$ cat config.mk
export PLATFORM = sky130hd
export DESIGN_NAME = bamop_mul
export DESIGN_NICKNAME = d
export VERILOG_FILES = /design/src/hw/rtl/bamop_pkg.sv /design/src/hw/rtl/bamop_mul.sv
export SDC_FILE = /design/constraint.sdc
export NUM_CORES = 2
export LEC_CHECK = 0
export ABC_AREA = 0
export BUFFER_PORTS_ARGS = -buffer_cell sky130_fd_sc_hd__buf_2
export CAP_MARGIN = 10
export CORE_UTILIZATION = 55
export CTS_CLUSTER_DIAMETER = 100
export DETAILED_ROUTE_END_ITERATION = 10
export GPL_TIMING_DRIVEN = 0
export PLACE_DENSITY_LB_ADDON = 0.15
export SKIP_CTS_REPAIR_TIMING = 1
export SYNTH_ARGS = -nofsm -noshare
export SYNTH_HDL_FRONTEND = slang
export SYNTH_SLANG_ARGS = --single-unit
$ cat constraint.sdc
create_clock -name clock -period 8.3 [get_ports clock]
set_input_delay 1.66 -clock clock [delete_from_list [all_inputs] [get_ports clock]]
set_output_delay 1.66 -clock clock [all_outputs]
set_load 0.01 [all_outputs]
$ cat src/hw/rtl/bamop_pkg.sv
// -----------------------------------------------------------------------------
// bamop_pkg
// Shared types, constants and helpers of the binomial American option pricer.
// -----------------------------------------------------------------------------
package bamop_pkg;

   // price words are unsigned Q16.16
   localparam int PRICE_W       = 32;
   localparam int MAX_STEPS_DEF = 256;
   localparam int DIVIDEND_W    = 64;
   localparam int DIVISOR_W     = 32;

   localparam logic [63:0] ONE_Q30 = 64'd1 << 30;
   localparam logic [63:0] LIM39   = (64'd1 << 39) - 64'd1;
   localparam logic [63:0] LIM40   = 64'd1 << 40;

   // configuration register indexes
   typedef enum logic [2:0] {
      CSR_NUM_STEPS       = 3'd0,
      CSR_UP_FACTOR       = 3'd1,
      CSR_DOWN_FACTOR     = 3'd2,
      CSR_UP_PROBABILITY  = 3'd3,
      CSR_DISCOUNT_FACTOR = 3'd4,
      CSR_THETA_SCALE     = 3'd5
   } csr_index_type;

   typedef struct packed {
      logic [31:0] spot_price;
      logic [31:0] strike_price;
      logic        option_kind;
   } req_type;

   typedef struct packed {
      logic               status;
      logic [31:0]        option_price;
      logic signed [31:0] delta;
      logic signed [39:0] gamma;
      logic signed [39:0] theta;
   } rsp_type;

   // command from the sequencer to the divider
   typedef struct packed {
      logic                  start;
      logic [DIVIDEND_W-1:0] dividend;
      logic [DIVISOR_W-1:0]  divisor;
   } div_req_type;

   // exercise value of a call or a put
   function automatic logic [PRICE_W-1:0] payoff(input logic [PRICE_W-1:0] stock,
                                                 input logic [PRICE_W-1:0] strike,
                                                 input logic               put);
      logic [PRICE_W-1:0] v;
      v = '0;
      if (put) begin
         if (strike > stock) v = strike - stock;
      end else begin
         if (stock > strike) v = stock - strike;
      end
      return v;
   endfunction

endpackage

$ cat src/hw/rtl/bamop_mul.sv
// -----------------------------------------------------------------------------
// bamop_mul
// Shared 32x32 multiplier with a registered product, rounded Q30 view.
// -----------------------------------------------------------------------------
module bamop_mul
   import bamop_pkg::*;
(
   input  logic               clock,
   input  logic [31:0]        mul_a,
   input  logic [31:0]        mul_f,
   output logic [63:0]        mul_prod,
   output logic [PRICE_W-1:0] mul_rnd
);

   logic [63:0] prod_ff;
   logic [64:0] rsum;
   logic [34:0] rq;

   // register the raw product
   always_ff @(posedge clock) begin
      prod_ff <= 64'(mul_a) * 64'(mul_f);
   end

   // round half up at Q30, saturate to the price width
   always_comb begin
      rsum     = {1'b0, prod_ff} + (65'd1 << 29);
      rq       = rsum[64:30];
      mul_rnd  = (rq[34:PRICE_W] != '0) ? '1 : rq[PRICE_W-1:0];
      mul_prod = prod_ff;
   end

endmodule

==> results by group <==
Clock network
  – Clock root buffer: clkbuf_16
  – Clock buffer depth: 2
  – Reg clk slew, reported paths: 60 ps
  – TritonCTS clock tree: done
  – Clk sinks: 64
  – Num CTS Buffers: 9
  – H-Tree Depth: 3

Worst setup path
  – Req. time, crit path: 8560 ps
  – CP Max Fanout: 10
  – Most prevalent standard cell on the critical path: fa_1
  – Slowest CP cell: fa_2
  – Critical path startpoint category: input port
  – Worst Setup End Kind: flip-flop
  – Biggest cell delay along the critical path: 630 ps
  – CP Data Arrival Time: 8870 ps
  – Setup Crit Path Kind: in2reg

Yosys
  – Netlist cell types: 54
  – Seq/Total Area, Yosys: 0.03634
  – Area contributors post-synth: fa_1, and2_1, ha_1
  – Synthesized Nets: 5,111
  – Gate count of the mapped netlist: 3,886
  – Syn_area_per_cell: 9.074 sq um
  – EDFF count, synth: 0
  – Area share of the largest cell type after synthesis: 0.5087
  – Yosys warns: 0
  – Post-synth ARST share: 0
  – Mapped cell area: 35,260 sq um
  – FF+latch count, synth: 64
  – Primary FF master, synth: dfxtp_1
  – Dominant cell type by area after synthesis: fa_1

STA
  – Least-Margin Pin Slew: 1108 ps
  – Post-route setup TNS: -3236 ps
  – Final min period: 8612 ps
  – Unrepaired setup endpoints after global routing: true
  – Slew Limit Fails: 0
  – Final cycle utilization of the critical path: 1.038
  – Fmax: 0.1161 GHz
  – Fin. Hold Viols: 0
  – Final hold slack: 1665 ps
  – Setup WS post-layout: -312.1 ps
  – Endpoints failing setup: 19
  – Relative slew slack: 0.2613

Routing
  – Antenna-violating nets left: 0
  – Routed len/inst: 25.69 um
  – DRC: 0
  – DR pass1 iterations: 6
  – Top Metal Used: met5
  – Vias: 28,600
  – DR WL met3: 13,200 um
  – Final WL: 128,800 um
  – Iter 0 DRT Violations: 2,381
  – Routed wl met2: 57,320 um
  – Vias per cell: 5.705
  – M1 WL: 46,400 um

Cells and area
  – Final nets: 5,373
  – Max FFs per register: 64
  – Area Growth Syn to Fin: 14.41%
  – Finished Layout Cells: 5,013
  – Fillers: 5,430
  – Share of cells above drive strength 1: 0.1512

Status
  – Status: complete, but fails checks
  – Failing checks: negative setup slack

GRT
  – Tot GR Track Use: 0.4033
  – Pin count of the biggest net entering global routing: 14
  – Vias in the first global route: 28,930
  – Gr ovfl total: 0
  – Initial antenna violation count: 19
  – First-pass GRT wire length: 184,400 um

Placement
  – Port Buffers: 160
  – Worst slack, placed: -1746 ps
  – Gpl congestion: 1.030
  – Detail Placement HPWL: 106,100 um
  – Placed cells: 4,892

Die
  – Die Area: 65,120 sq um
  – DIE HEIGHT: 255.2 um
  – Cell row count: 92
  – I/O pin count: 161
  – Die W: 255.2 um
  – Area of the core: 63,200 sq um
  – Starting Density: 0.5580

Min path
  – Worst min path class: in2reg

Flow run
  – Max_cap viols: 0
[synthesized netlist by cell type, types with 8 or more instances]
cell type	count
a21o_1	17
a21oi_1	77
a31oi_1	8
and2_1	599
and3_1	10
buf_2	13
clkbuf_1	204
dfxtp_1	64
fa_1	896
ha_1	264
inv_1	872
nand2_1	530
nand3_1	28
nand4_1	26
nor2_1	42
nor3_1	10
o21ai_0	39
o21bai_1	11
xnor2_1	49
xor2_1	47
[final cells by class]
type | count | area (sq um) | area share
tap | 846 | 1059 | 0.02624
antenna | 14 | 35.03 | 0.0008685
buffer | 214 | 2076 | 0.05146
timing repair buffer | 257 | 1787 | 0.04429
sequential | 64 | 1281 | 0.03176
multi-input combinational | 2730 | 30530 | 0.7567
inverter | 872 | 3273 | 0.08114
clock inverter | 7 | 78.83 | 0.001954
clock buffer | 9 | 225.2 | 0.005583
[worst max-delay path: cells and delay by family]
family	cells	cell delay [ps]
XOR/XNOR	1	200
AND/OR/NAND/NOR	5	1290
buffers and inverters	7	1110
adder cells (fa/ha/maj)	9	3960
AO/OA/AOI/OAI	4	650
[per-stage QoR]
step | cell area, sq um | utilization
floorplan | 35260 | -
global placement | 37120 | 0.5874
detailed placement | 37120 | 0.5874
CTS | 37420 | 0.5922
global route | 40310 | 0.6378
finish | 40340 | 0.6383
[cells in the final DEF, fill, tap and decap left out, drive strengths merged, types with 3 or more instances in the layout]
cell type  synthesis  layout
a31oi              8       8
o211ai             5       5
nor3              10      10
fa               896     896
dfxtp             64      64
o21ai             44      44
a21boi             4       4
clkbuf           204     104
o31ai              6       6
or3                6       6
nand4             28      28
diode              0      14
o21a               6       6
a21oi             78      78
xnor2             49      49
ha               264     264
nand2            530     530
nor2              43      43
a211oi             7       7
a21o              17      17
nor4               6       6
nand3             28      28
buf               16     376
inv              872     874
clkinv             0       4
xor2              47      47
or2                3       3
and2             599     599
and3              10      10
o21bai            11      11
nor2b              4       4
a41o               3       3
[worst paths after layout]
kind / startpoint / end / slack (ps) / cells after the start
setup / recovery: mul_a[1] / mul_prod[56] / -310 / 26
hold / removal: mul_f[0] / mul_prod[0] / 1660 / 2
[logic make-up (layout without fill, tap and decap cells)]
group / after synthesis / in the layout / share of synthesized area
AOI/OAI and AO/OA: 202 / 202 / 0.03513
xor gates and xnor gates: 96 / 96 / 0.02385
adders and majority gates: 1160 / 1160 / 0.6024
buffers and inverters: 1092 / 1359 / 0.1170
DFF: 64 / 64 / 0.03634
muxes: 2 / 2 / 0.0006032
other: 0 / 14 / 0
and+or+nand+nor: 1270 / 1270 / 0.1847
[routing by layer]
layer  global-route usage  up-vias
li1                     -    11840
met1               0.5078    14500
met2               0.6166     1707
met3              0.08400      552
met4               0.2999        8
met5                    0        -
Power is left out: the tool's default activity adds up to more than one toggle a clock period on the data nets, which glitch-free logic cannot reach.
