## config.mk

```make
export PLATFORM = sky130hd
export DESIGN_NAME = bamop_div
export DESIGN_NICKNAME = d
export VERILOG_FILES = /design/src/hw/rtl/bamop_pkg.sv /design/src/hw/rtl/bamop_div.sv
export SDC_FILE = /design/constraint.sdc
export NUM_CORES = 1
export LEC_CHECK = 0
export BUFFER_PORTS_ARGS = -buffer_cell sky130_fd_sc_hd__buf_2
export CORE_UTILIZATION = 50
export DETAILED_ROUTE_END_ITERATION = 8
export GPL_TIMING_DRIVEN = 0
export PLACE_DENSITY = 0.78
export SETUP_SLACK_MARGIN = 0.02
export SLEW_MARGIN = 0
export SYNTH_ARGS = -nofsm -noshare
export SYNTH_HDL_FRONTEND = slang
export SYNTH_SLANG_ARGS = --single-unit
```

## constraint.sdc

```tcl
create_clock -name clock -period 2.8 [get_ports clock]
set_clock_uncertainty 0.1 [all_clocks]
set_input_delay 0.28 -clock clock [delete_from_list [all_inputs] [get_ports clock]]
set_output_delay 0.28 -clock clock [all_outputs]
set_load 0.02 [all_outputs]
```

## src/hw/rtl/bamop_pkg.sv

```systemverilog
// -----------------------------------------------------------------------------
// bamop_pkg
// Shared types, constants and helpers of the binomial American option pricer.
// -----------------------------------------------------------------------------
package bamop_pkg;

   // price words are unsigned Q16.16
   localparam int PRICE_W       = 32;
   localparam int MAX_STEPS_DEF = 256;
   localparam int DIVIDEND_W    = 64;
   localparam int DIVISOR_W     = 32;

   localparam logic [63:0] ONE_Q30 = 64'd1 << 30;
   localparam logic [63:0] LIM39   = (64'd1 << 39) - 64'd1;
   localparam logic [63:0] LIM40   = 64'd1 << 40;

   // configuration register indexes
   typedef enum logic [2:0] {
      CSR_NUM_STEPS       = 3'd0,
      CSR_UP_FACTOR       = 3'd1,
      CSR_DOWN_FACTOR     = 3'd2,
      CSR_UP_PROBABILITY  = 3'd3,
      CSR_DISCOUNT_FACTOR = 3'd4,
      CSR_THETA_SCALE     = 3'd5
   } csr_index_type;

   typedef struct packed {
      logic [31:0] spot_price;
      logic [31:0] strike_price;
      logic        option_kind;
   } req_type;

   typedef struct packed {
      logic               status;
      logic [31:0]        option_price;
      logic signed [31:0] delta;
      logic signed [39:0] gamma;
      logic signed [39:0] theta;
   } rsp_type;

   // command from the sequencer to the divider
   typedef struct packed {
      logic                  start;
      logic [DIVIDEND_W-1:0] dividend;
      logic [DIVISOR_W-1:0]  divisor;
   } div_req_type;

   // exercise value of a call or a put
   function automatic logic [PRICE_W-1:0] payoff(input logic [PRICE_W-1:0] stock,
                                                 input logic [PRICE_W-1:0] strike,
                                                 input logic               put);
      logic [PRICE_W-1:0] v;
      v = '0;
      if (put) begin
         if (strike > stock) v = strike - stock;
      end else begin
         if (stock > strike) v = stock - strike;
      end
      return v;
   endfunction

endpackage

```

## src/hw/rtl/bamop_div.sv

```systemverilog
// -----------------------------------------------------------------------------
// bamop_div
// Restoring divider, one quotient bit per cycle, unsigned.
// -----------------------------------------------------------------------------
module bamop_div
   import bamop_pkg::*;
(
   input  logic                  clock,
   input  logic                  reset,
   input  div_req_type           div_req,
   output logic                  div_done,
   output logic [DIVIDEND_W-1:0] div_quo
);

   localparam int CW = $clog2(DIVIDEND_W);

   logic                  busy_ff, busy_in;
   logic                  done_ff, done_in;
   logic [CW-1:0]         cnt_ff, cnt_in;
   logic [DIVISOR_W-1:0]  rem_ff, rem_in;
   logic [DIVISOR_W-1:0]  dvs_ff, dvs_in;
   logic [DIVIDEND_W-1:0] quo_ff, quo_in;
   logic [DIVISOR_W:0]    trial;

   // shift in one dividend bit, subtract when it fits
   always_comb begin
      busy_in = busy_ff;
      done_in = 1'b0;
      cnt_in  = cnt_ff;
      rem_in  = rem_ff;
      dvs_in  = dvs_ff;
      quo_in  = quo_ff;
      trial   = {rem_ff, quo_ff[DIVIDEND_W-1]};
      if (div_req.start) begin
         busy_in = 1'b1;
         cnt_in  = '0;
         rem_in  = '0;
         dvs_in  = div_req.divisor;
         quo_in  = div_req.dividend;
      end else if (busy_ff) begin
         if (trial >= {1'b0, dvs_ff}) begin
            rem_in = DIVISOR_W'(trial - {1'b0, dvs_ff});
            quo_in = {quo_ff[DIVIDEND_W-2:0], 1'b1};
         end else begin
            rem_in = trial[DIVISOR_W-1:0];
            quo_in = {quo_ff[DIVIDEND_W-2:0], 1'b0};
         end
         cnt_in = cnt_ff + 1'b1;
         if (cnt_ff == CW'(DIVIDEND_W - 1)) begin
            busy_in = 1'b0;
            done_in = 1'b1;
         end
      end
   end

   always_ff @(posedge clock) begin
      if (reset) begin
         busy_ff <= 1'b0;
         done_ff <= 1'b0;
      end else begin
         busy_ff <= busy_in;
         done_ff <= done_in;
      end
   end

   always_ff @(posedge clock) begin
      cnt_ff <= cnt_in;
      rem_ff <= rem_in;
      dvs_ff <= dvs_in;
      quo_ff <= quo_in;
   end

   assign div_done = done_ff;
   assign div_quo  = quo_ff;

endmodule

```

==> impl_metrics.yaml <==
pwr:
  combPwrFrac_pct: 22.1
  power_frac_seq_pct: 40.3
  swShare_pct: 30.58
  p_leak_nw: 4.036
  p_int_mw: 4.238
  clkPwrFrac_pct: 37.5
  pwr_density_cell_nw_per_um2: 613.2
  switchingPower_mw: 1.867
  vdd_drop_max_mv: 0.5395
grt:
  antenna_found_initial: 1
  grt_pass1_vias: 6004
  overflow: 0
  grt_start_max_net_pins: 39
  grt_pass1_wl_um: 28960
  grt_util_all_layers_pct: 25.17
finish:
  multi_input_area_um2: 3734
  final-seq-area_um2: 3684
  final_common_cell: "buf_2"
  areaGrowthSynthToFinish_pct: 35.01
  drive_gt1_share_pct: 39.47
  mostFrequentLayoutCells: "buf_2 (163), edfxtp_1 (96), mux2_2 (64), nor2_1 (51), inv_1 (42)"
  nets: 1032
  fin_util_pct: 68.75
  fill_cells: 1092
  final_area_um2: 9955
timing:
  worstMarginPinSlew_ps: 883.8
  setup-violations-final: 1
  slew_viol_final: 0
  final-hold-violation-count: 0
  fmax_mhz: 355.8
  rsz0062_at_grt: "yes"
  finalCritPeriodShare_pct: 100.4
  maxSlewHeadroom_pct: 41.08
  period_needed_ps: 2810
  setup_ws_ps: -10.27
floorplan:
  dieWidth_um: 123.4
  start_util_pct: 50.92
  fp.dieH_um: 123.4
  ios: 164
  coreArea_um2: 14480
  fp.dieArea_um2: 15240
  row_count: 44
critical_path:
  ff2ff_path_depth: 12
  setup.worst_path.start_class: "flop"
  crit_path_max_fanout: 10
  worst_setup_path_end_kind: "flop"
  crit_type: "flop to flop"
  crit_arrival_ps: 2890
  worstPathRequired_ps: 2880
synthesis:
  synth-seq-cells: 136
  synth.cell_area_um2: 7373
  syn_inst: 662
  synth.distinct_cells: 67
  ys_async_sr_fraction_pct: 0
  synth_ff_type: "edfxtp_1"
  yosys_warnings: 0
  synth-edff-count: 96
  synth_area_per_cell_um2: 11.14
  syn_nets: 795
  synth_seq_area_share_pct: 49.96
detailed_routing:
  drtIter0Drc: 418
  route.antenna.remaining_nets: 0
  firstDrtPassIters: 6
  avgRoutedWirePerCell_um: 17.40
  via_count: 6130
  drc_errors: 0
  vias_per_cell: 5.588
  drt-total-wl_um: 19090
clock_tree:
  htreeDepth: 4
  path_clk_slew_ps: 70
  clockBufferDepth: 2
  cts.sinks: 136
  cts_tree: "built"
  root_buffer: "clkbuf_16"
  clk_latency_ps: 430
  numCtsBuffers: 17
place:
  dp_hpwl_um: 12690
  port_buffers: 163
  place_congestion: 0.8578
  postPlaceCellArea_um2: 8446
worst_hold_path:
  holdCritPathClass: "input pin to flop"
  hold_path_depth: 2
run:
  maxCapViolCount: 0
outcome:
  status: "finished with violations"
  violations: "negative setup slack"
critical path, stage by stage, from the launching register on:
cell	delay, ps
edfxtp_1	450
inv_2	110
ha_4	140
buf_4	110
nor2b_4	30
o31a_1	360
o21ai_4	240
a31oi_4	130
o21ai_2	190
o21ai_2	90
buf_6	190
buf_12	150
mux2_2	250
state kept, by name (all words and copies together), names as in the netlist:
signal    flops
div_done      1
cnt_ff        6
dvs_ff       32
div_quo      64
rem_ff       32
busy_ff       1
worst paths after layout:
| path | startpoint | end | slack (ps) |
|---|---|---|---|
| max reg2reg | div_quo[63] | div_quo[0] | -10 |
| max | div_quo[63] | div_quo[0] | -10 |
| min reg2reg | rem_ff[28] | rem_ff[29] | 400 |
| min | div_req[90] | div_quo[58] | 50 |
power groups by stage:
stage          logic (mW)  clock network (mW)  registers, mW
6_report             1.35                2.29           2.46
3_3_place_gp         1.11                   0           2.50
2_1_floorplan       0.677                   0           2.60
5_1_grt              1.46                2.41           2.48
4_1_cts              1.21                2.33           2.46
3_5_place_dp         1.13                   0           2.49
Yosys cell counts, types with 5 or more instances:
library cell	count	area (µm²)
edfxtp_1	96	2883
mux2i_1	23	230.2
clkbuf_1	17	63.81
nand4_1	8	50.05
a211oi_1	21	157.7
o211ai_1	9	67.56
a21oi_1	34	170.2
nand3_1	15	75.07
nor2_1	54	202.7
o21ai_0	17	85.08
nor2b_1	6	37.54
xnor2_1	13	113.9
nand2b_1	7	43.79
xor2_1	9	78.83
a311oi_1	6	52.55
mux2_2	64	720.7
inv_1	45	168.9
ha_1	33	412.9
a21o_1	9	67.56
nor3_1	16	80.08
dfxtp_1	40	800.8
nand2_1	37	138.9
o21ai_1	5	25.02
cells by family after synthesis:
logic type      Yosys count  synth area share [%]
compound gates          142                 13.34
fa+ha+maj                34                 5.871
flops                   136                 49.96
xor+xnor                 22                 2.613
mux                      88                 13.10
simple gates            166                 10.83
buf+inv                  74                 4.293
routing by layer:
metal,track usage [%],vias up,part of all wire [%]
met2,41.27,240,49
met1,30.39,2911,42
li1,-,2948,-
met4,8.660,0,2.0
met3,9.225,31,7.7
met5,0,-,0
repair_timing:
action | in CTS | in global routing
pin swaps | 16 | 28
setup buffers | 10 | 11
endpoints found under the setup margin | 27 | 32
hold buffers | 33 | 0
gates cloned | 0 | 1
hold endpoints to repair | 34 | 0
gates resized for setup | 14 | 69
per-stage QoR:
stage	hold slack, ps	power, mW	instances	TNS (ps)	setup slack, ps
after floorplan	252.4	3.279	662	0	46.45
after CTS	32.36	5.996	1084	0	13.84
after global routing	30.60	6.361	1097	-352.7	-82.57
after global placement	353.8	3.604	1009	-82470	-1263
final	47.88	6.104	1097	-10.27	-10.27
after detailed placement	358.3	3.628	1010	-12770	-278.9
cell type report:
cell class / instances / area share (%)
plain buffers: 27 / 1.797
clock inverters: 15 / 1.760
flip-flops and latches: 136 / 37.00
inverters: 46 / 1.735
well taps: 184 / 2.313
clock buffers: 17 / 4.274
multi-input cells: 452 / 37.51
diodes: 1 / 0.02514
repair buffers: 219 / 13.59
Power figures use the tool's default switching activity.
